**src/sv/glp_pkg.sv**
```systemverilog
// Shared types and constants for the greedy label placer.
// No dependencies; imported by every module of the block.
`default_nettype none
package glp_pkg;
	localparam int MAX_LABELS_DEF = 64;
	localparam int CW = 18;   // wide enough for any candidate edge before the viewport test

	localparam logic [1:0] OP_AT    = 2'd0;
	localparam logic [1:0] OP_NEAR  = 2'd1;
	localparam logic [1:0] OP_CLEAR = 2'd2;

	localparam logic [1:0] ST_PLACED  = 2'd0;
	localparam logic [1:0] ST_NOFIT   = 2'd1;
	localparam logic [1:0] ST_FULL    = 2'd2;
	localparam logic [1:0] ST_CLEARED = 2'd3;

	localparam logic [1:0] REG_MIN_X = 2'd0;
	localparam logic [1:0] REG_MIN_Y = 2'd1;
	localparam logic [1:0] REG_MAX_X = 2'd2;
	localparam logic [1:0] REG_MAX_Y = 2'd3;

	typedef logic signed [CW-1:0] crd_t;

	typedef struct packed {
		crd_t x0;
		crd_t y0;
		crd_t x1;
		crd_t y1;
	} box_t;

	typedef struct packed {
		logic signed [15:0] min_x;
		logic signed [15:0] min_y;
		logic signed [15:0] max_x;
		logic signed [15:0] max_y;
	} view_t;

	// one classified request, as handed from front to back
	typedef struct packed {
		logic [1:0]        op;
		logic [3:0][1:0]   order;   // candidate try order
		logic [3:0]        vp_ok;   // candidate lies inside viewport
		box_t [3:0]        box;
		logic [3:0][15:0]  px;
		logic [3:0][15:0]  py;
	} cmd_t;
endpackage
`default_nettype wire

```
**src/sv/glp_back.sv**
```systemverilog
// Back end: scans the box table, picks the first fitting candidate, stores it, and
// holds the result word. Depends on glp_pkg.
`default_nettype none
module glp_back #(
	parameter int MAX_LABELS = glp_pkg::MAX_LABELS_DEF,
	parameter int CNT_W = $clog2(MAX_LABELS + 1)
) (
	input  wire logic          clk,
	input  wire logic          arst_n,
	input  wire logic          cmd_valid,
	input  wire glp_pkg::cmd_t cmd,
	output logic               cmd_pop,
	output logic               res_valid,
	input  wire logic          res_ready,
	output logic [1:0]         res_status,
	output logic [15:0]        res_x,
	output logic [15:0]        res_y,
	output logic [1:0]         res_quad,
	output logic [CNT_W-1:0]   res_count
);
	import glp_pkg::*;

	localparam int IDX_W = (MAX_LABELS > 1) ? $clog2(MAX_LABELS) : 1;
	localparam logic [1:0] S_IDLE = 2'd0;
	localparam logic [1:0] S_SCAN = 2'd1;
	localparam logic [1:0] S_DONE = 2'd2;

	logic [63:0]      mem [MAX_LABELS];
	logic [63:0]      rd_data_s1;
	logic             rd_v_s1;
	logic [1:0]       state_q;
	cmd_t             cmd_q;
	logic [CNT_W-1:0] idx_q, cnt_q;
	logic [3:0]       hit_q, ov;
	logic             full_tbl, found, out_free;
	logic [1:0]       qsel;
	logic signed [CW-1:0] bx0, by0, bx1, by1;
	// next result word, taken when the done state can hand it over
	logic [1:0]       st_d, quad_d;
	logic [15:0]      x_d, y_d;
	logic [CNT_W-1:0] cnt_d;
	logic             place_d;

	assign full_tbl = (cnt_q == CNT_W'(MAX_LABELS));
	assign out_free = !res_valid || res_ready;
	assign cmd_pop  = (state_q == S_IDLE) && cmd_valid;

	always_comb begin
		bx0 = CW'($signed(rd_data_s1[15:0]));
		by0 = CW'($signed(rd_data_s1[31:16]));
		bx1 = CW'($signed(rd_data_s1[47:32]));
		by1 = CW'($signed(rd_data_s1[63:48]));
		for (int k = 0; k < 4; k++) begin
			ov[k] = (cmd_q.box[k].x0 < bx1) && (cmd_q.box[k].x1 > bx0) &&
				(cmd_q.box[k].y0 < by1) && (cmd_q.box[k].y1 > by0);
		end
		found = 1'b0;
		qsel  = 2'd0;
		for (int k = 0; k < 4; k++) begin
			if (!found && cmd_q.vp_ok[cmd_q.order[k]] && !hit_q[cmd_q.order[k]]) begin
				found = 1'b1;
				qsel  = cmd_q.order[k];
			end
		end

		st_d    = ST_NOFIT;
		x_d     = '0;
		y_d     = '0;
		quad_d  = '0;
		cnt_d   = cnt_q;
		place_d = 1'b0;
		case (cmd_q.op) inside
			OP_CLEAR: begin
				cnt_d = '0;
				st_d  = ST_CLEARED;
			end
			OP_AT, OP_NEAR: begin
				if (full_tbl) begin
					st_d = ST_FULL;
				end else if (found) begin
					place_d = 1'b1;
					cnt_d   = cnt_q + 1'b1;
					st_d    = ST_PLACED;
					x_d     = cmd_q.px[qsel];
					y_d     = cmd_q.py[qsel];
					quad_d  = qsel;
				end
			end
			default: ;
		endcase
	end

	// table port: one read and one write a cycle
	always_ff @(posedge clk) begin
		rd_data_s1 <= mem[idx_q[IDX_W-1:0]];
		if (state_q == S_DONE && out_free && place_d) begin
			mem[cnt_q[IDX_W-1:0]] <= {cmd_q.box[qsel].y1[15:0], cmd_q.box[qsel].x1[15:0],
				cmd_q.box[qsel].y0[15:0], cmd_q.box[qsel].x0[15:0]};
		end
		if (state_q == S_IDLE && cmd_valid) begin
			cmd_q <= cmd;
		end
	end

	always_ff @(posedge clk or negedge arst_n) begin
		if (!arst_n) begin
			state_q    <= S_IDLE;
			idx_q      <= '0;
			cnt_q      <= '0;
			hit_q      <= '0;
			rd_v_s1    <= 1'b0;
			res_valid  <= 1'b0;
			res_status <= ST_NOFIT;
			res_x      <= '0;
			res_y      <= '0;
			res_quad   <= '0;
			res_count  <= '0;
		end else begin
			if (state_q == S_DONE && out_free) res_valid <= 1'b1;
			else if (res_ready) res_valid <= 1'b0;
			unique case (state_q)
				S_IDLE: begin
					idx_q   <= '0;
					hit_q   <= '0;
					rd_v_s1 <= 1'b0;
					if (cmd_valid) begin
						if ((cmd.op == OP_AT || cmd.op == OP_NEAR) && !full_tbl) begin
							state_q <= S_SCAN;
						end else begin
							state_q <= S_DONE;
						end
					end
				end
				S_SCAN: begin
					if (rd_v_s1) hit_q <= hit_q | ov;
					if (idx_q < cnt_q) begin
						rd_v_s1 <= 1'b1;
						idx_q   <= idx_q + 1'b1;
					end else begin
						rd_v_s1 <= 1'b0;
						if (!rd_v_s1) state_q <= S_DONE;
					end
				end
				S_DONE: begin
					if (out_free) begin
						res_status <= st_d;
						res_x      <= x_d;
						res_y      <= y_d;
						res_quad   <= quad_d;
						res_count  <= cnt_d;
						cnt_q      <= cnt_d;
						state_q    <= S_IDLE;
					end
				end
				default: state_q <= S_IDLE;
			endcase
		end
	end
endmodule
`default_nettype wire

```
**config.mk**
```make
export PLATFORM = sky130hd
export DESIGN_NAME = glp_back
export DESIGN_NICKNAME = d
export VERILOG_FILES = /design/src/sv/glp_pkg.sv /design/src/sv/glp_back.sv
export SDC_FILE = /design/constraint.sdc
export NUM_CORES = 2
export LEC_CHECK = 0
export BUFFER_PORTS_ARGS = -buffer_cell sky130_fd_sc_hd__buf_2
export CAP_MARGIN = 10
export CELL_PAD_IN_SITES_DETAIL_PLACEMENT = 0
export CELL_PAD_IN_SITES_GLOBAL_PLACEMENT = 1
export CORE_ASPECT_RATIO = 1.1
export CORE_MARGIN = 2
export CORE_UTILIZATION = 30
export CTS_CLUSTER_SIZE = 30
export DETAILED_ROUTE_END_ITERATION = 10
export GPL_TIMING_DRIVEN = 1
export PLACE_DENSITY = 0.48
export SKIP_LAST_GASP = 1
export SYNTH_ARGS = -nofsm -noshare
export SYNTH_HDL_FRONTEND = slang
export SYNTH_SLANG_ARGS = --single-unit
```
**constraint.sdc**
```tcl
create_clock -name clk -period 15.7 [get_ports clk]
set_input_delay 0 -clock clk [delete_from_list [all_inputs] [get_ports clk]]
set_output_delay 0 -clock clk [all_outputs]
set_load 0.01 [all_outputs]
```
==> flow_summary.ini <==
[run_status]
status = complete, no violations

[worst_setup_path]
crit_required_ns = 16.30
r2r_start = cnt_q[4]
critical_path.cell_chain = or3_1 > nor3_1 > buf_4 > nor3_1 > o21a_1 > buf_4 > and2_1 > nand3_1 > nor2_4 > buf_4
crit_slowest_cell = nor2_4
cp-start-kind = register
crit_fanout = 40
crit_start = cnt_q[4]
arrival_ns = 7.20
cpMostUsedCell = buf_4
crit_type = reg -> reg
end_kind = register
cpPeakStageDelay_ns = 1.29

[pwr]
pwr-share-comb_pct = 24.7
vdd.ir_drop.worst_uv = 136.1
p_seq_share_pct = 44.4
cellPowerDensity_nw_per_um2 = 173.7
fin_total_pwr_w = 0.03807
p_leak_nw = 69.29
p_sw_share_pct = 30.56
p_clk_share_pct = 30.9
p_int_w = 0.02644
p_sw_w = 0.01163

[grt]
top_usage_layer = met2
grt_pass1_vias = 94182
grt_usage_pct = 19.59
overflow = 0
grtUsageMet3_pct = 2.824
antenna_found_initial = 89
grt_use_met1_pct = 27.03
grt_pass1_wl_mm = 819.0
grt_max_degree = 160
grt_use_met2_pct = 32.62

[finish]
area_growth_pct = 21.46
stdcell_count = 17748
fin_area_um2 = 219200
nets = 10049
layout-drive-gt1-share_pct = 30.18

[place]
place_congestion = 0.8246
portBuffers = 478
placed_cells = 15884
place_area_um2 = 194100
pre_cts_ws_ns = 9.105
dp_hpwl_mm = 362.9

[timing]
final_hold_viol_count = 0
tightestPinTransition_ns = 1.239
fmax_mhz = 151.6
slew_violations = 0
period_needed_ns = 6.597
setup_tns_ns = 0
fin_ws_ns = 9.103
fin_skew_ns = 0.1050
post-route-period-util_pct = 42.02
slew_headroom_pct = 17.16
rsz0062_at_grt = false
setup_viol = 0

[hold_path]
worstHoldStart = cmd[222]
holdCritPathClass = in -> reg

[floorplanning]
boundaryPins = 479
die_w_um = 743.5
die_area_um2 = 607800
die_h_um = 817.5
fp.coreArea_um2 = 598800
start_util_pct = 30.14
std_cell_rows = 298

[drt]
drc = 0
vias = 91375
antenna_left = 0
routed_wl_mm = 607.8
wl_per_cell_um = 34.24
via_per_inst = 5.148
dr.pass1.iters = 6
drt_iter0_markers = 10856

[synthesis]
synth.net_count = 8251
yosysTopAreaCell = edfxtp_1
async_flop_share_pct = 1.248
synth_edf_count = 4526
ys_seq_area_share_pct = 76.83
synth.top_cell.area_share_pct = 75.31
synthCells = 7528
ys_warn_count = 0
synth_top_flop_cell = edfxtp_1
synth_area_leaders = edfxtp_1 75%, mux4_2 18%, ha_1 2.0%
ys_types = 68
synth_area_um2 = 180500
ys_ff_latch = 4648
syn_avg_cell_area_um2 = 23.97

[clocking]
clk_pin_slew_ns = 0.06
numCtsBuffers = 518
cts_resized = 0
cts_buffer_depth = 4
clk_latency_ns = 1.08
cts_max_level = 6
cts_tree = yes
numClockSinks = 4648
root_buffer = clkbuf_16

[job]
drv_cap = 0
[path summary, 6_finish.rpt]
| kind | to | slack [ns] | cells past startpoint |
|---|---|---|---|
| worst min register to register | res_y[7] | 0.48 | 2 |
| worst max-delay path | mem[4][53] | 9.10 | 10 |
| worst min-delay path | cmd_q[222] | 0.18 | 3 |
| min in group asynchronous | res_y[15] | 0.58 | 5 |
| worst max register to register | mem[4][53] | 9.10 | 10 |
| max in group asynchronous | idx_q[1] | 14.13 | 6 |
[logic make-up after synthesis]
| group | after synthesis | synth area share, % |
|---|---|---|
| AOI/OAI and AO/OA | 284 | 1.092 |
| xor gates and xnor gates | 5 | 0.02427 |
| adders and majority gates | 289 | 2.004 |
| buffers and inverters | 436 | 1.001 |
| DFF | 4648 | 76.83 |
| muxes | 1489 | 18.04 |
| and+or+nand+nor | 377 | 1.016 |
[worst max-delay path: cells and delay by family, from the launching register on]
kind	cells	cell delay, ns
compound gates	1	0.25
simple gates	6	3.87
flops	1	0.47
buf+inv	3	1.43
[layer usage]
layer / share of wire [%] / up-vias
met5: 0.0092 / -
met4: 2.6 / 10
met3: 5.9 / 689
met2: 49 / 3454
met1: 43 / 50852
li1: - / 36370
[power by group through the flow]
| stage | clock, W | combinational (W) | sequential [W] |
|---|---|---|---|
| finish | 0.0118 | 0.00942 | 0.0169 |
| global route | 0.0125 | 0.0101 | 0.0169 |
| CTS | 0.0120 | 0.00956 | 0.0169 |
| detailed placement | 0 | 0.00936 | 0.0172 |
| global placement | 0 | 0.00913 | 0.0171 |
| floorplan | 0 | 0.00550 | 0.0169 |
[cells in the final DEF (no fill, tap or decap), drive strengths merged, types with 39 or more instances in the layout]
master          n
dlygate4sd3   866
a21oi          74
buf           749
o21ai          39
nand2          89
clkbuf        682
dfxtp          64
dfrtp          57
nand4          50
nor2          112
diode          66
mux4         1410
a21o           39
clkinv        178
mux2i          78
ha            289
inv           132
edfxtp       4526
[flip-flops by register name, indices dropped and copies added, names as in the netlist]
name and cells:
idx_q 7, res_status 2, rd_data_s1 64, res_quad 2, mem 4096, hit_q 4
res_y 16, rd_v_s1 1, state_q 2, cmd_q 430, cnt_q 7, res_x 16
res_valid 1
[area by class of cell]
cell class	count	area, um^2
repair buffers	1615	13270
fillers	54668	379600
diodes	66	165.2
well taps	7950	9947
flip-flops and latches	4648	138700
clock inverters	244	2121
multi-input cells	2444	40640
clock buffers	682	14010
inverters	99	379.1
[cells in the mapped netlist, drive strengths merged (20+ instances only)]
cell type,instances
edfxtp,4526
mux4,1410
ha,289
clkbuf,199
buf,138
nor2,112
inv,99
nand2,89
mux2i,78
a21oi,74
dfxtp,64
dfrtp,57
nand4,50
a21o,39
o21ai,39
nand3,35
o221ai,34
nand2b,20
[per-stage QoR]
step	utilization, %	hold slack (ns)
after global routing	36.60	0.1259
after CTS	36.56	0.07299
after detailed placement	32.41	-0.02463
after global placement	32.41	-0.02455
final	36.61	0.1791
after floorplan	-	-0.2956
[repair_timing]
action | CTS | global route
endpoints found under the hold margin | 581 | 0
setup buffers | 0 | 0
hold buffers | 867 | 0
(Power assumes the default switching activity.)
