`src/sv/glp_pkg.sv`:
```
// Shared types and constants for the greedy label placer.
// No dependencies; imported by every module of the block.
`default_nettype none
package glp_pkg;
	localparam int MAX_LABELS_DEF = 64;
	localparam int CW = 18;   // wide enough for any candidate edge before the viewport test

	localparam logic [1:0] OP_AT    = 2'd0;
	localparam logic [1:0] OP_NEAR  = 2'd1;
	localparam logic [1:0] OP_CLEAR = 2'd2;

	localparam logic [1:0] ST_PLACED  = 2'd0;
	localparam logic [1:0] ST_NOFIT   = 2'd1;
	localparam logic [1:0] ST_FULL    = 2'd2;
	localparam logic [1:0] ST_CLEARED = 2'd3;

	localparam logic [1:0] REG_MIN_X = 2'd0;
	localparam logic [1:0] REG_MIN_Y = 2'd1;
	localparam logic [1:0] REG_MAX_X = 2'd2;
	localparam logic [1:0] REG_MAX_Y = 2'd3;

	typedef logic signed [CW-1:0] crd_t;

	typedef struct packed {
		crd_t x0;
		crd_t y0;
		crd_t x1;
		crd_t y1;
	} box_t;

	typedef struct packed {
		logic signed [15:0] min_x;
		logic signed [15:0] min_y;
		logic signed [15:0] max_x;
		logic signed [15:0] max_y;
	} view_t;

	// one classified request, as handed from front to back
	typedef struct packed {
		logic [1:0]        op;
		logic [3:0][1:0]   order;   // candidate try order
		logic [3:0]        vp_ok;   // candidate lies inside viewport
		box_t [3:0]        box;
		logic [3:0][15:0]  px;
		logic [3:0][15:0]  py;
	} cmd_t;
endpackage
`default_nettype wire

```
`src/sv/glp_queue.sv`:
```
// Two-entry word queue between front and back.
// Depends on glp_pkg.
`default_nettype none
module glp_queue (
	input  wire logic          clk,
	input  wire logic          arst_n,
	input  wire logic          push,
	input  wire glp_pkg::cmd_t push_data,
	output logic               full,
	input  wire logic          pop,
	output logic               not_empty,
	output glp_pkg::cmd_t      pop_data
);
	import glp_pkg::*;

	cmd_t        slot_q [2];
	logic        wr_ptr_q, rd_ptr_q;
	logic [1:0]  fill_q;

	assign full      = (fill_q == 2'd2);
	assign not_empty = (fill_q != 2'd0);
	assign pop_data  = slot_q[rd_ptr_q];

	always_ff @(posedge clk) begin
		if (push) begin
			slot_q[wr_ptr_q] <= push_data;
		end
	end

	always_ff @(posedge clk or negedge arst_n) begin
		if (!arst_n) begin
			wr_ptr_q <= 1'b0;
			rd_ptr_q <= 1'b0;
			fill_q   <= 2'd0;
		end else begin
			if (push) wr_ptr_q <= ~wr_ptr_q;
			if (pop)  rd_ptr_q <= ~rd_ptr_q;
			fill_q <= fill_q + 2'(push) - 2'(pop);
		end
	end
endmodule
`default_nettype wire

```
`config.mk`:
```
export PLATFORM = sky130hd
export DESIGN_NAME = glp_queue
export DESIGN_NICKNAME = d
export VERILOG_FILES = /design/src/sv/glp_pkg.sv /design/src/sv/glp_queue.sv
export SDC_FILE = /design/constraint.sdc
export NUM_CORES = 1
export LEC_CHECK = 0
export ABC_AREA = 1
export ABC_CLOCK_PERIOD_IN_PS = 44100
export BUFFER_PORTS_ARGS = -buffer_cell sky130_fd_sc_hd__buf_2
export CAP_MARGIN = 30
export CORE_AREA = 2 2 334 336
export DETAILED_ROUTE_END_ITERATION = 16
export DIE_AREA = 0 0 336 338
export PLACE_DENSITY_LB_ADDON = 0.2
export SETUP_SLACK_MARGIN = 0.5
export SYNTH_ARGS = -nofsm -noshare
export SYNTH_HDL_FRONTEND = slang
export SYNTH_SLANG_ARGS = --single-unit
```
`constraint.sdc`:
```
create_clock -name clk -period 44.1 [get_ports clk]
set_input_delay 2.205 -clock clk [delete_from_list [all_inputs] [get_ports clk]]
set_output_delay 2.205 -clock clk [all_outputs]
set_load 0.02 [all_outputs]
```
==> results of run 1 <==
[power by group]
group	internal (mW)	switching, mW
clock network	0.421	0.314
registers	1.09	0.0400
logic	0.242	0.696
total	1.75	1.05
[cell families after synthesis]
group / Yosys count / share of synthesized area [%]
buffers and inverters: 533 / 7.196
XOR/XNOR: 2 / 0.05461
adder cells (fa/ha/maj): 2 / 0.07799
flip-flops: 864 / 80.81
AO/OA/AOI/OAI: 430 / 6.708
AND/OR/NAND/NOR: 440 / 5.152
[state kept, by name, indices dropped and copies added (netlist names)]
name	count
wr_ptr_q	1
slot_q	860
rd_ptr_q	1
fill_q	2
[layout by cell type, fill, tap and decap left out]
cell type   synthesis  final
clkinv_1            0     21
o21ai_1           151    151
clkinv_2            0      6
buf_16              0      3
edfxtp_1          860    860
clkinv_8            0      2
buf_4               3     17
nand3_1             1      1
bufinv_16           0      3
xor2_1              2      2
inv_6               0      1
inv_16              0      1
clkinvlp_4          0      3
inv_1             437    436
diode_2             0     20
clkbuf_1           40     29
ha_1                2      2
dfrtp_1             4      3
nand2_1           437    437
nor2_1              2      1
clkbuf_16           0     97
inv_8               0      2
clkinv_16           0      1
dfrtp_4             0      1
nor2_4              0      1
clkinv_4            0      1
o21ai_0           279    279
buf_12              0      2
buf_2              18    865
[synthesized netlist by cell type (all sizes together)]
library cell  instances  area share (%)
buf                  56             1.6
clkbuf               40            0.47
dfrtp                 4            0.31
edfxtp              860              80
ha                    2           0.078
inv                 437             5.1
nand2               437             5.1
nand3                 1           0.016
nor2                  2           0.023
o21ai               430             6.7
xor2                  2           0.055
[worst register-to-register path, delay by kind of cell (launching register included)]
family / cells / cell delay, ps
buffers and inverters: 3 / 2340
and+or+nand+nor: 1 / 470
DFF: 1 / 430
[how the worst min path moves through the flow]
stage              from  endpoint  slack (ps)  depth (start not counted)
2_1_floorplan  wr_ptr_q  wr_ptr_q         460                          1
3_3_place_gp   wr_ptr_q  wr_ptr_q         540                          1
3_5_place_dp   wr_ptr_q  wr_ptr_q         540                          1
4_1_cts        wr_ptr_q  wr_ptr_q         550                          1
5_1_grt        wr_ptr_q  wr_ptr_q         580                          1
6_report       wr_ptr_q  wr_ptr_q         550                          1
[layout make-up]
type,instances,area (µm²),share of cell area (%)
antenna,20,50.05,0.1227
clock buffer,126,2536,6.217
clock inverter,40,332.8,0.8159
inverter,437,1648,4.040
multi-input combinational,874,3855,9.450
sequential,864,25930,63.56
tap,1488,1862,4.564
timing repair buffer,887,4579,11.23
[layer usage]
| layer | track usage, % | share of wire (%) |
|---|---|---|
| met5 | 0 | 0.27 |
| met4 | 5.935 | 2.9 |
| met3 | 7.294 | 11 |
| met2 | 24.89 | 50 |
| met1 | 14.81 | 36 |
==> impl_metrics.tcl, run 1 <==
set metrics [dict create \
    p_leak_nw 17.03 \
    ys_seq_area_share_pct 80.81 \
    critPathLaunch "rd_ptr_q" \
    end_kind "output pin" \
    total_power_mw 2.804 \
    syn2layout_area_growth_pct 27.15 \
    fin_crit_sh_pct 15.93 \
    ctsResizeCount 0 \
    crit_path_frequent_cell "buf_4" \
    rsz0062_at_grt "false" \
    critPathMaxFanout 119 \
    worstSetupStartpointType "flip-flop" \
    max_cap_viol_count 0 \
    hpwlAfterDp_mm 62.05 \
    required_ps 41900 \
    r2r-end "slot_q[0][151]" \
    final-setup-viol-count 0 \
    path_buf_inv 6 \
    cts_setup_buffers 0 \
    slowest_stage "dfrtp_4" \
    max_freq_mhz 142.3 \
    drtIter0Drc 1004 \
    ys_types 15 \
    setup_slack_ps 37070 \
    n_fill_cell 10711 \
    crit_end "pop_data[157]" \
    yosysWarnings 0 \
    worst_pin_slew_ps 1015 \
    whs_ps 549.1 \
    antenna_found_initial 55 \
    place_area_mm2 0.03785 \
    layout-drive-gt1-share_pct 31.16 \
    cts.sink_count 864 \
    critPathKind "reg2out" \
    place_inst 4549 \
    grt_pass1_vias 18275 \
    start_util_pct 29.15 \
    die_h_um 338 \
    syn_avg_cell_area_um2 14.13 \
    postRouteAntennaNets 0 \
    io_pins 866 \
    num_vias 19358 \
    r2r-start "wr_ptr_q" \
    ff2ff_setup_slack_ps 40420 \
    ys_ff_latch 864 \
    syn_inst 2271 \
    routed_wl_mm 86.34 \
    critical_path_depth 8 \
    final-max-slew-violation-count 0 \
    cts_buffer_depth 3 \
    crit_path_max_incr_delay_ps 800 \
    die_x_um 336 \
    fin_util_pct 37.06 \
    post_drt_wl_per_cell_um 18.23 \
    dr.pass1.iters 4 \
    htreeDepth 3 \
    tns_ps 0 \
    fin_nets 3595 \
    netlist_area_mm2 0.03208 \
    portBuffers 865 \
    cts_root_buffer "clkbuf_16" \
    cts_buffers 95 \
    reg2regPathDepth 4 \
    fin_crit_ps 7027 \
    stdcell_area_mm2 0.04079 \
    stdcell_count 4736 \
    drc_errors 0 \
    path_cells "buf_4 -> buf_4 -> buf_4 -> buf_16 -> buf_4 -> nand2_1 -> o21ai_0 -> buf_2" \
    clock_latency_ps 660 \
    cts_tree "done" \
    hold_viol 0 \
    holdBufCountCts 0 \
    core_area_mm2 0.1101 \
    clock_skew_ps 23.57 \
    num_rows 122 \
    crit_arrival_ps 4820 \
    hold_path_class "reg2reg" \
    grt_start_max_net_pins 219 \
    power_density_mw_per_mm2 68.75 \
    dieArea_mm2 0.1136 \
    dp_slack_ps 37360 \
    vias_per_cell 4.087 \
    grt.total_usage_pct 14.43 \
    ir_worst_vdd_mv 0.04346 \
    status "completed" \
    slew_headroom_pct 31.59 \
    clk_pin_slew_ps 60 \
    grt_remaining_overflow 0 \
    cpLargestDelayFamily "buffers and inverters" \
    gp_congestion 0.7878 \
    grt_first_pass_wirelength_mm 118.9 \
    syn_nets 2707 \
]
No activity file was read; power rests on OpenSTA's default activity.
==> run 2: changes to the inputs <==
--- a/config.mk
+++ b/config.mk
@@ -5,13 +5,13 @@
 export SDC_FILE = /design/constraint.sdc
 export NUM_CORES = 1
 export LEC_CHECK = 0
-export ABC_AREA = 1
-export ABC_CLOCK_PERIOD_IN_PS = 44100
+export ABC_AREA = 0
+export ABC_CLOCK_PERIOD_IN_PS = 7290
 export BUFFER_PORTS_ARGS = -buffer_cell sky130_fd_sc_hd__buf_2
 export CAP_MARGIN = 30
-export CORE_AREA = 2 2 334 336
+export CORE_AREA = 2 2 339 341
 export DETAILED_ROUTE_END_ITERATION = 16
-export DIE_AREA = 0 0 336 338
+export DIE_AREA = 0 0 341 343
 export PLACE_DENSITY_LB_ADDON = 0.2
 export SETUP_SLACK_MARGIN = 0.5
 export SYNTH_ARGS = -nofsm -noshare
==> constraint.sdc (replaced) <==
create_clock -name clk -period 7.29 [get_ports clk]
set_input_delay 0.3645 -clock clk [delete_from_list [all_inputs] [get_ports clk]]
set_output_delay 0.3645 -clock clk [all_outputs]
set_load 0.02 [all_outputs]
==> impl_metrics.tcl, run 2 <==
set metrics [dict create \
    status "completed" \
    yosysTopAreaCell "edfxtp_1" \
    p_seq_share_pct 38.0 \
    slowest_stage "buf_4" \
    critPathLaunch "rd_ptr_q" \
    synth_most_common_cell "edfxtp_1" \
    end_kind "output pin" \
    ys_ff_latch 864 \
    yosysWarnings 0 \
    crit_path_max_incr_delay_ps 700 \
    synth_ff_type "edfxtp_1" \
    clk_pin_slew_ps 70 \
    clock_skew_ps 27.83 \
    netlist_area_mm2 0.03302 \
    drc_errors 0 \
    grt_pass1_vias 19365 \
    reg2regPathDepth 3 \
    start_util_pct 29.12 \
    hold_path_class "in2async" \
    htreeDepth 3 \
    postRouteAntennaNets 0 \
    vias_per_cell 4.116 \
    total_power_mw 18.00 \
    routed_wl_mm 84.23 \
    cpLargestDelayFamily "buffers and inverters" \
    cts_root_buffer "clkbuf_16" \
    ff2ff_setup_slack_ps 4740 \
    portBuffers 865 \
    clkPwrFrac_pct 27.2 \
    seq_area_mm2 0.02593 \
    place_inst 3698 \
    cts.sink_count 864 \
    fin_crit_sh_pct 49.57 \
    ys_seq_area_share_pct 78.51 \
    num_rows 124 \
    async_flop_share_pct 0.4630 \
    required_ps 6930 \
    grt.total_usage_pct 13.67 \
    critPathKind "reg2out" \
    largest_reg_flops 860 \
    combPwrFrac_pct 34.8 \
    drt-met1-wl_mm 30.20 \
    r2r-end "slot_q[0][198]" \
    ys_types 15 \
    synth_edf_count 860 \
    met2_length_mm 45.48 \
    wl_met3_mm 5.806 \
    clock_latency_ps 670 \
    path_cells "buf_4 -> buf_4 -> mux2_2 -> buf_2" \
    crit_arrival_ps 3250 \
    ir_worst_vdd_mv 0.2979 \
    tns_ps 0 \
    grt_start_max_net_pins 160 \
    power.switching_mw 5.793 \
    worst_pin_slew_ps 1174 \
    synth_top_area_share_pct 78.21 \
    layout_commonest_cell "buf_2" \
    syn_inst 1353 \
    fin_crit_ps 3614 \
    syn2layout_area_growth_pct 40.54 \
    die_h_um 343 \
    die_x_um 341 \
    power.switching_fraction_pct 32.18 \
    routed.top_layer "met5" \
    io_pins 866 \
    stdcell_count 4318 \
    final-max-slew-violation-count 0 \
    cts_tree "done" \
    path_buf_inv 3 \
    cts_buffers 96 \
    core_area_mm2 0.1134 \
    grt_remaining_overflow 0 \
    hpwlAfterDp_mm 57.04 \
    max_freq_mhz 276.7 \
    gp_congestion 0.7910 \
    dp_slack_ps 4304 \
    grt_first_pass_wirelength_mm 120.2 \
    final-setup-viol-count 0 \
    cts_buffer_depth 3 \
    n_fill_cell 10395 \
    slew_headroom_pct 21.77 \
    num_vias 17771 \
    yosys-top-cells-area "edfxtp_1 (78%), mux2_4 (18%), buf_8 (1.8%)" \
    worstSetupStartpointType "flip-flop" \
    dr.pass1.iters 4 \
    synth_common_cells "edfxtp_1 (860), mux2_4 (390), buf_8 (40), mux2_2 (40)" \
    syn_avg_cell_area_um2 24.41 \
    r2r-start "wr_ptr_q" \
    fin_nets 3155 \
    critPathMaxFanout 40 \
    p_leak_nw 18.46 \
    intPower_mw 12.21 \
    cts_setup_buffers 0 \
    drtIter0Drc 776 \
    regMostFlops "slot_q" \
    mostFrequentLayoutCells "buf_2 (865), edfxtp_1 (860), dlygate4sd3_1 (433), mux2_4 (390), clkbuf_16 (98)" \
    post_drt_wl_per_cell_um 19.51 \
    crit_path_frequent_cell "buf_4" \
    syn_nets 1789 \
    antenna_found_initial 12 \
    rsz0062_at_grt "false" \
    setup_slack_ps 3676 \
    reg_top3 "slot_q: 860 flops, fill_q: 2 flops" \
    layout-drive-gt1-share_pct 52.27 \
    max_cap_viol_count 0 \
    power_density_mw_per_mm2 387.9 \
    dieArea_mm2 0.1170 \
    multi_input_area_mm2 0.006407 \
    hold_viol 0 \
]
-- run 2: through the flow --
| stage | cell area [µm²] | hold slack (ps) | utilization, % |
|---|---|---|---|
| floorplan | 33030 | 68.91 | - |
| global placement | 38740 | 195.9 | 34.16 |
| detailed placement | 38800 | 197.4 | 34.21 |
| CTS | 46340 | 141.9 | 40.86 |
| global route | 46410 | 167.4 | 40.92 |
| finish | 46410 | 195.0 | 40.92 |
-- run 2: kinds of logic (layout without fill, tap and decap cells) --
kind of cell               Yosys count  after routing  synth area share [%]
other                                0              5                     0
buffers and inverters               50           1498                 2.118
xor gates and xnor gates             3              3                0.1250
muxes                              430            430                 19.10
adders and majority gates            2              2               0.07577
and+or+nand+nor                      4              4               0.07580
DFF                                864            864                 78.51
-- run 2: worst reg2reg max path: cells and delay by family, from the launching register on --
family                 cells  cell delay (ps)
flip-flops                 1              460
AND/OR/NAND/NOR            1              170
buffers and inverters      2             1230
-- run 2: metal layers --
layer  track usage (%)  vias up
met5                 0        -
met1             14.13     8873
met2             25.49      556
met4             5.140        8
li1                  -     8188
met3             4.555      146
-- run 2: power groups by stage --
stage,logic (mW),registers [mW],clock network (mW)
floorplan,4.54,7.08,0
global placement,6.13,6.92,0
detailed placement,6.17,6.96,0
CTS,6.39,6.86,5.06
global route,6.61,6.93,5.24
finish,6.27,6.85,4.89
-- run 2: cell type report --
cell class,instances,share of cell area (%)
Antenna cell,5,0.02696
Clock buffer,113,5.406
Clock inverter,67,1.504
Inverter,2,0.01618
Multi-Input combinational cell,439,13.81
Sequential cell,864,55.87
Tap cell,1512,4.076
Timing Repair Buffer,1316,19.29
-- run 2: what timing repair did --
action | CTS | global route
hold buffers | 433 | 0
hold endpoints to repair | 867 | 0
resized for setup | 0 | 0
-- run 2: worst max path at each step --
stage,endpoint,slack [ps],depth (start not counted)
2_1_floorplan,slot_q[0][0],60,1
5_1_grt,pop_data[43],3470,4
4_1_cts,pop_data[24],3540,4
6_report,pop_data[22],3680,4
3_3_place_gp,pop_data[13],4360,4
3_5_place_dp,pop_data[22],4300,4
