File: src/sv/glp_pkg.sv
// Shared types and constants for the greedy label placer.
// No dependencies; imported by every module of the block.
`default_nettype none
package glp_pkg;
	localparam int MAX_LABELS_DEF = 64;
	localparam int CW = 18;   // wide enough for any candidate edge before the viewport test

	localparam logic [1:0] OP_AT    = 2'd0;
	localparam logic [1:0] OP_NEAR  = 2'd1;
	localparam logic [1:0] OP_CLEAR = 2'd2;

	localparam logic [1:0] ST_PLACED  = 2'd0;
	localparam logic [1:0] ST_NOFIT   = 2'd1;
	localparam logic [1:0] ST_FULL    = 2'd2;
	localparam logic [1:0] ST_CLEARED = 2'd3;

	localparam logic [1:0] REG_MIN_X = 2'd0;
	localparam logic [1:0] REG_MIN_Y = 2'd1;
	localparam logic [1:0] REG_MAX_X = 2'd2;
	localparam logic [1:0] REG_MAX_Y = 2'd3;

	typedef logic signed [CW-1:0] crd_t;

	typedef struct packed {
		crd_t x0;
		crd_t y0;
		crd_t x1;
		crd_t y1;
	} box_t;

	typedef struct packed {
		logic signed [15:0] min_x;
		logic signed [15:0] min_y;
		logic signed [15:0] max_x;
		logic signed [15:0] max_y;
	} view_t;

	// one classified request, as handed from front to back
	typedef struct packed {
		logic [1:0]        op;
		logic [3:0][1:0]   order;   // candidate try order
		logic [3:0]        vp_ok;   // candidate lies inside viewport
		box_t [3:0]        box;
		logic [3:0][15:0]  px;
		logic [3:0][15:0]  py;
	} cmd_t;
endpackage
`default_nettype wire

File: src/sv/glp_front.sv
// Front end: builds the candidate boxes of a request and checks them against the viewport.
// Depends on glp_pkg.
`default_nettype none
module glp_front (
	input  wire logic [1:0]          operation,
	input  wire logic signed [15:0]  anchor_x,
	input  wire logic signed [15:0]  anchor_y,
	input  wire logic [14:0]         offset_x,
	input  wire logic [14:0]         offset_y,
	input  wire logic [14:0]         text_width,
	input  wire logic [14:0]         text_height,
	input  wire logic [14:0]         padding,
	input  wire logic [1:0]          first_quadrant,
	input  wire glp_pkg::view_t      view,
	output glp_pkg::cmd_t            cmd
);
	import glp_pkg::*;

	crd_t ax, ay, ox, oy, w, h, pad;
	crd_t cx [4];
	crd_t cy [4];
	crd_t vminx, vminy, vmaxx, vmaxy;

	always_comb begin
		ax  = CW'(anchor_x);
		ay  = CW'(anchor_y);
		ox  = crd_t'({3'b0, offset_x});
		oy  = crd_t'({3'b0, offset_y});
		w   = crd_t'({3'b0, text_width});
		h   = crd_t'({3'b0, text_height});
		pad = crd_t'({3'b0, padding});
		vminx = CW'(view.min_x);
		vminy = CW'(view.min_y);
		vmaxx = CW'(view.max_x);
		vmaxy = CW'(view.max_y);

		cx[0] = ax + ox;      cy[0] = ay - oy - h;
		cx[1] = ax + ox;      cy[1] = ay + oy;
		cx[2] = ax - ox - w;  cy[2] = ay - oy - h;
		cx[3] = ax - ox - w;  cy[3] = ay + oy;

		cmd = '0;
		cmd.op = operation;
		if (operation == OP_AT) begin
			cx[0] = ax;
			cy[0] = ay;
		end
		for (int k = 0; k < 4; k++) begin
			cmd.px[k]     = cx[k][15:0];
			cmd.py[k]     = cy[k][15:0];
			cmd.box[k].x0 = cx[k] - pad;
			cmd.box[k].y0 = cy[k] - pad;
			cmd.box[k].x1 = cx[k] + w + pad;
			cmd.box[k].y1 = cy[k] + h + pad;
			cmd.vp_ok[k]  = (cmd.box[k].x0 >= vminx) && (cmd.box[k].y0 >= vminy) &&
				(cmd.box[k].x1 <= vmaxx) && (cmd.box[k].y1 <= vmaxy);
		end
		if (operation == OP_NEAR) begin
			// preferred first, then the other three ascending
			cmd.order[0] = first_quadrant;
			for (int j = 1; j < 4; j++) begin
				cmd.order[j] = (2'(j - 1) >= first_quadrant) ? 2'(j) : 2'(j - 1);
			end
		end else begin
			cmd.order = '0;
			cmd.vp_ok[3:1] = 3'b000;
		end
	end
endmodule
`default_nettype wire

File: config.mk
export PLATFORM = sky130hd
export DESIGN_NAME = glp_front
export DESIGN_NICKNAME = d
export VERILOG_FILES = /design/src/sv/glp_pkg.sv /design/src/sv/glp_front.sv
export SDC_FILE = /design/constraint.sdc
export NUM_CORES = 1
export LEC_CHECK = 0
export ABC_AREA = 1
export ABC_CLOCK_PERIOD_IN_PS = 12900
export BUFFER_PORTS_ARGS = -buffer_cell sky130_fd_sc_hd__buf_4
export CORE_UTILIZATION = 40
export DETAILED_ROUTE_END_ITERATION = 6
export PLACE_DENSITY = 0.68
export REMOVE_ABC_BUFFERS = 1
export SLEW_MARGIN = 5
export SYNTH_ARGS = -nofsm -noshare
export SYNTH_HDL_FRONTEND = slang
export SYNTH_SLANG_ARGS = --single-unit
File: constraint.sdc
create_clock -name vclk -period 12.9
set_input_delay 0.645 -clock vclk [all_inputs]
set_output_delay 0.645 -clock vclk [all_outputs]
set_load 0.02 [all_outputs]
==> results.cfg, run 1 <==
[run_status]
status = complete, no violations

[setup_path]
max_stage_delay_ns = 0.60
cpMaxStageDelayCell = xnor2_1
cp-end-kind = output port
crit_arrival_ns = 7.17
crit_fanout = 6
crit_top_cell = nand2_1
worstSetupStartpointType = input port
crit_required_ns = 12.26
path_class = in2out

[finish]
syn2layout_area_growth_pct = 20.91
ff_latch_area_um2 = 0
nFillCells = 5774
layout.nets = 4673
multi_input_area_um2 = 18890
final.clkbuf_count = 0
drive_gt1_share_pct = 18.01
seq_cell_count = 0

[floorplan]
die_area_um2 = 56830
row_count = 86
die_w_um = 238.4
core_area_um2 = 55200
ios = 605
start_util_pct = 40.50
fp.dieH_um = 238.4

[grt]
grt_pass1_vias = 21273
antenna_found_initial = 0
grt_max_degree = 45
grt_usage_pct = 33.00
overflow = 0
grt_pass1_wl_um = 138800

[clock_tree]
post_cts_buffers = 0
ctsResizeCount = 0
ctsHoldBuffers = 0

[timing]
min_period_ns = 7.818
finalSetupViolCount = 0
rsz0062_at_grt = no
fin_crit_sh_pct = 60.61
setup_tns_ns = 0
hold_viol = 0
fmax_mhz = 127.9
slew_viol_final = 0
slew_headroom_pct = 38.94
worstMarginPinSlew_ns = 0.9081

[placement]
place.gp.congestion = 1.054
port_buffers = 604
dpl.hpwl_um = 89060

[yosys]
yosysUniqueCellTypes = 53
syn_area_per_cell_um2 = 6.563
synthesis.instances = 3406
netlist_area_um2 = 22350
yosysSeqAreaShare_pct = 0
synth_warnings = 0

[route]
dr.pass1.iters = 6
drcViolationCount = 0
dr.first_iter.drc_count = 2599
drt_wl_total_um = 98500
vias = 24476
vias_per_cell = 5.266
drtAntennaViolNets = 0
wl_per_cell_um = 21.19

[hold_path]
hold_class = in2out

[run]
cap_violations = 0
## metrics by stage
| step | utilization [%] | area (µm²) | instances | setup WS (ns) | hold slack, ns |
|---|---|---|---|---|---|
| floorplan | - | 21510 | 3289 | 5.863 | 1.290 |
| detailed placement | 48.95 | 27020 | 4646 | 5.314 | 1.530 |
| CTS | 48.95 | 27020 | 4646 | 5.287 | 1.531 |
| global route | 48.95 | 27020 | 4646 | 4.744 | 1.541 |
| global placement | 48.95 | 27020 | 4646 | 5.288 | 1.528 |
| finish | 48.96 | 27030 | 4648 | 5.082 | 1.529 |
## critical path: cells and delay by family
kind,cells,cell delay [ns]
xor+xnor,1,0.60
buf+inv,5,0.62
fa+ha+maj,5,2.15
simple gates,13,1.71
compound gates,6,1.41
## placed cells by master (no fill, tap or decap), types with 12 or more instances in the layout
master	n
o21ai_0	132
o21ai_1	12
or2_2	13
ha_1	464
nand3_1	162
nor3_1	32
o21bai_1	27
fa_1	134
a21oi_1	315
nand4_1	54
xor2_1	143
inv_1	689
o21ai_2	15
xnor2_1	75
buf_4	609
nand2_1	675
a21o_1	21
o21a_1	19
o211ai_1	15
nand2_2	17
nor2_1	170
## path summary, 6_finish.rpt
kind	start	end	slack (ns)	cells after the start
min	operation[1]	cmd[429]	1.53	2
max	text_width[9]	cmd[419]	5.08	30
## cell usage after synthesis, types with 4 or more instances
master | count | area share, %
nand2_2 | 17 | 0.48
ha_1 | 464 | 26
a21oi_1 | 315 | 7.1
o21a_1 | 19 | 0.64
nor4_1 | 8 | 0.22
nand2_1 | 675 | 11
inv_1 | 689 | 12
a21boi_0 | 6 | 0.20
fa_1 | 134 | 12
buf_4 | 107 | 3.6
o21ai_1 | 12 | 0.27
nor2_1 | 170 | 2.9
nand3b_1 | 7 | 0.24
a31oi_1 | 8 | 0.22
nand4_1 | 54 | 1.5
o211ai_1 | 15 | 0.50
a31o_2 | 11 | 0.43
o21bai_1 | 27 | 0.91
xnor2_1 | 75 | 2.9
inv_2 | 10 | 0.17
clkbuf_1 | 6 | 0.10
o21ai_0 | 132 | 3.0
nand3_1 | 162 | 3.6
a21oi_2 | 8 | 0.31
o21ai_2 | 15 | 0.59
nor3_1 | 32 | 0.72
o2111ai_1 | 8 | 0.31
a21boi_1 | 4 | 0.13
or2_2 | 13 | 0.36
a21o_1 | 21 | 0.71
xor2_1 | 143 | 5.6
## cells by family after synthesis
| group | count (synthesis) | share of synthesized area, % |
|---|---|---|
| fa+ha+maj | 598 | 37.97 |
| simple gates | 1164 | 22.25 |
| compound gates | 607 | 15.55 |
| xor+xnor | 220 | 8.687 |
| buf+inv | 816 | 15.52 |
| other cells | 1 | 0.01678 |
## per-layer routing
| metal | routed length [µm] | track usage, % | part of all wire, % |
|---|---|---|---|
| met3 | 12280 | 9.602 | 12 |
| met4 | 2442 | 6.546 | 2.5 |
| met2 | 37690 | 44.81 | 38 |
| met5 | 0 | 0 | 0 |
| met1 | 46090 | 50.26 | 47 |
## layout make-up
cell class	count	area share, %
Inverter	699	9.708
Tap cell	748	3.463
Antenna cell	2	0.01852
Timing Repair Buffer	609	16.92
Multi-Input combinational cell	2590	69.89
==> inputs of run 2 (changes only) <==
--- a/config.mk
+++ b/config.mk
@@ -6,7 +6,7 @@
 export NUM_CORES = 1
 export LEC_CHECK = 0
 export ABC_AREA = 1
-export ABC_CLOCK_PERIOD_IN_PS = 12900
+export ABC_CLOCK_PERIOD_IN_PS = 7600
 export BUFFER_PORTS_ARGS = -buffer_cell sky130_fd_sc_hd__buf_4
 export CORE_UTILIZATION = 40
 export DETAILED_ROUTE_END_ITERATION = 6
==> constraint.sdc (replaced) <==
create_clock -name vclk -period 7.6
set_input_delay 0.38 -clock vclk [all_inputs]
set_output_delay 0.38 -clock vclk [all_outputs]
set_load 0.02 [all_outputs]
==> run 2 against run 1 <==
Effect of this change:
- die area stayed put
- via count is 0.73% higher
- cell count rose by 0.28%
- critical path depth up 2
- hold slack got worse by 0.53 ns
- core utilization up 0.19 points
==> results.cfg, run 2 (synthesis gave the netlist of run 1 again) <==
[clock_tree]
post_cts_buffers = 0
ctsHoldBuffers = 0
ctsResizeCount = 0

[finish]
diodes = 0
final_cell_area_um2 = 27130
finalNonFillerCells = 4661
multi_input_area_um2 = 18890
final_common_cell = inv_1
final.clkbuf_count = 0
layout_common_cells = inv_1 (689), nand2_1 (675), buf_4 (624)
utilization_pct = 49.16
seq_cell_count = 0
drive_gt1_share_pct = 18.32
layout.nets = 4688
nFillCells = 5761
syn2layout_area_growth_pct = 21.39
ff_latch_area_um2 = 0

[floorplan]
ios = 605
die_w_um = 238.4
die_area_um2 = 56830
core_area_um2 = 55200
start_util_pct = 40.50
row_count = 86
fp.dieH_um = 238.4

[timing]
hold_viol = 0
rsz0062_at_grt = no
fmax_mhz = 142.7
hold_ws_ns = 0.9990
worstMarginPinSlew_ns = 0.9859
fin_ws_ns = 0.5924
min_period_ns = 7.008
fin_crit_sh_pct = 92.20
setup_tns_ns = 0
slew_headroom_pct = 34.20
finalSetupViolCount = 0
slew_viol_final = 0

[setup_path]
path_class = in2out
crit_arrival_ns = 6.63
worstSetupStartpointType = input port
crit_required_ns = 7.22
max_stage_delay_ns = 0.66
crit_fanout = 4
cpMaxStageDelayCell = o21ai_0
critPathLaunch = text_width[2]
cp-end-kind = output port
crit_top_cell = nand2_1

[pwr]
power_density_nw_per_um2 = 501.3
p_leak_nw = 15.72
ir_drop_mv = 0.4738
totalPowerFinal_mw = 13.60

[placement]
place_inst = 4661
place.gp.congestion = 1.059
dpl.hpwl_um = 89640
dpl_cell_area_um2 = 27130
port_buffers = 604
pre_cts_slack_ns = 0.7638

[run]
cap_violations = 0

[grt]
grt_usage_pct = 33.32
grt_pass1_vias = 21623
overflow = 0
grt_pass1_wl_um = 140200
antenna_found_initial = 1
grt_max_degree = 44

[route]
drt_wl_total_um = 99170
wl_per_cell_um = 21.28
drtAntennaViolNets = 0
drcViolationCount = 0
vias_per_cell = 5.290
wl_met1_um = 46550
dr_wl_met2_um = 37870
dr.first_iter.drc_count = 2742
highest_layer = met4
vias = 24655
dr.pass1.iters = 7
wl_met3_um = 11970

[hold_path]
hold_class = in2out
whs_path_depth = 2
hp-start = operation[1]

[run_status]
status = complete, no violations
## run 2: cell types whose count changed in the layout (fill, tap and decap cells not counted), sizes merged
cell,previous run,this run
buf,609,624
diode,2,0
## run 2: critical path, delay by kind of cell
family	cells	cell delay, ns
buf+inv	5	0.61
simple gates	18	2.32
fa+ha+maj	4	1.39
compound gates	4	1.38
xor+xnor	1	0.54
## run 2: worst paths after layout
path,slack [ns],endpoint
setup / recovery,0.59,cmd[419]
hold / removal,1.0,cmd[429]
## run 2: final cells by class
| cell class | count | share of cell area, % |
|---|---|---|
| multi-input combinational | 2590 | 69.62 |
| tap | 748 | 3.449 |
| inverter | 699 | 9.669 |
| timing repair buffer | 624 | 17.26 |
## run 2: where the power goes
part | switching, mW | leakage, nW | internal, mW
Combinational | 8.81 | 15.7 | 4.80
Clock | 0 | 0 | 0
Sequential | 0 | 0 | 0
Total | 8.81 | 15.7 | 4.80
## run 2: per-layer routing
layer,GRT usage [%],up-vias
li1,-,11982
met1,50.58,11229
met2,45.75,1329
met3,9.093,115
met4,7.051,0
met5,0,-
No activity file was read; power rests on OpenSTA's default activity.
==> inputs of run 3 (changes only) <==
--- a/config.mk
+++ b/config.mk
@@ -8,11 +8,12 @@
 export ABC_AREA = 1
 export ABC_CLOCK_PERIOD_IN_PS = 7600
 export BUFFER_PORTS_ARGS = -buffer_cell sky130_fd_sc_hd__buf_4
-export CORE_UTILIZATION = 40
+export CORE_UTILIZATION = 30
 export DETAILED_ROUTE_END_ITERATION = 6
-export PLACE_DENSITY = 0.68
+export PLACE_DENSITY = 0.55
 export REMOVE_ABC_BUFFERS = 1
-export SLEW_MARGIN = 5
+export SETUP_SLACK_MARGIN = 0.1
+export SLEW_MARGIN = 20
 export SYNTH_ARGS = -nofsm -noshare
 export SYNTH_HDL_FRONTEND = slang
 export SYNTH_SLANG_ARGS = --single-unit
==> run 3 against run 2 <==
Effect of this change:
- the run now ends with DRC left
- cell count grew 4.6%
- core utilization decreased by 12 points
- die area up 33%
- power rose by 1.2%
- combinational power is essentially flat
- critical endpoint unchanged
- final area grew 1.1%
- critical path depth shrank 2
- fmax fell by 2.6%
- hold slack better by 0.0082 ns
- largest cell class unchanged
- wire length rose by 8.3%
- global-route usage is 6.3 points lower
==> results.cfg, run 3 (synthesis gave the netlist of run 1 again) <==
[grt]
grt_usage_pct = 27.02
grt_pass1_vias = 21586
grt_pass1_wl_um = 148700
grt_max_degree = 44
antenna_found_initial = 4
overflow = 0

[finish]
drive_gt1_share_pct = 18.42
seq_cell_count = 0
syn2layout_area_growth_pct = 22.68
final_common_cell = inv_1
multi_input_area_um2 = 18900
ff_latch_area_um2 = 0
final.clkbuf_count = 0
layout_common_cells = inv_1 (689), nand2_1 (675), buf_4 (626)
layout.nets = 4690
final_cell_area_um2 = 27420
nFillCells = 8032

[timing]
slew_viol_final = 0
worstMarginPinSlew_ns = 0.9967
rsz0062_at_grt = yes
fin_ws_ns = 0.4019
fmax_mhz = 138.9
finalSetupViolCount = 0
fin_crit_sh_pct = 94.71
slew_headroom_pct = 32.99
setup_tns_ns = 0
hold_ws_ns = 1.007
min_period_ns = 7.198
hold_viol = 0

[run]
cap_violations = 0

[route]
vias = 24193
dr.first_iter.drc_count = 2434
drt_wl_total_um = 107400
vias_per_cell = 4.962
wl_per_cell_um = 22.04
drcViolationCount = 62
dr.pass1.iters = 7
drtAntennaViolNets = 0

[floorplan]
row_count = 99
core_area_um2 = 73330
start_util_pct = 30.48
die_area_um2 = 75610
ios = 605
fp.dieH_um = 275.0
die_w_um = 275.0

[clock_tree]
ctsHoldBuffers = 0
ctsResizeCount = 0
post_cts_buffers = 0

[pwr]
internal_power_mw = 4.798
p_leak_nw = 15.73
power_density_nw_per_um2 = 501.8
totalPowerFinal_mw = 13.76
ir_drop_mv = 0.4178
comb_power_share_pct = 100.0
p_clk_share_pct = 0
p_seq_share_pct = 0
swShare_pct = 65.13
p_sw_mw = 8.964

[placement]
pre_cts_slack_ns = 0.3293
dpl.hpwl_um = 98450
place.gp.congestion = 1.015
port_buffers = 604
dpl_cell_area_um2 = 27410

[setup_path]
max_stage_delay_ns = 0.49
worstSetupStartpointType = input port
cp-end-kind = output port
path_class = in2out
cpMaxStageDelayCell = fa_1
crit_family = adder cells
crit_fanout = 5
critPathBufInv = 6
crit_arrival_ns = 6.82
crit_required_ns = 7.22

[hold_path]
hold_class = in2out

[run_status]
violations = DRC
status = complete, but fails checks
run 3: layout make-up:
cell class	instances	share of cell area, %
multi-input cells	2590	68.90
repair buffers	626	17.14
inverters	699	9.567
well taps	959	4.375
diodes	2	0.01825
run 3: routing by layer:
layer	vias to the layer above	GRT usage [%]	routed length [µm]
met5	-	0	0
met4	0	4.158	2076
met3	79	7.777	11460
met2	1089	38.18	42600
met1	11026	40.37	51300
li1	11999	-	-
run 3: worst paths after layout:
path              cells after the start  slack, ns           from       end
setup / recovery                     30       0.40  text_width[3]  cmd[419]
hold / removal                        2       1.01   operation[1]  cmd[429]
run 3: power by group through the flow:
| stage | combinational [mW] | sequential (mW) | clock (mW) |
|---|---|---|---|
| after CTS | 13.5 | 0 | 0 |
| after detailed placement | 13.5 | 0 | 0 |
| after global placement | 13.5 | 0 | 0 |
| final | 13.8 | 0 | 0.0000000354 |
| after floorplan | 7.96 | 0 | 0 |
| after global routing | 14.8 | 0 | 0 |
run 3: stage by stage:
step                util, %  cells
global route          37.39   4874
global placement      37.38   4874
floorplan                 -   3289
CTS                   37.38   4874
finish                37.40   4876
detailed placement    37.38   4874
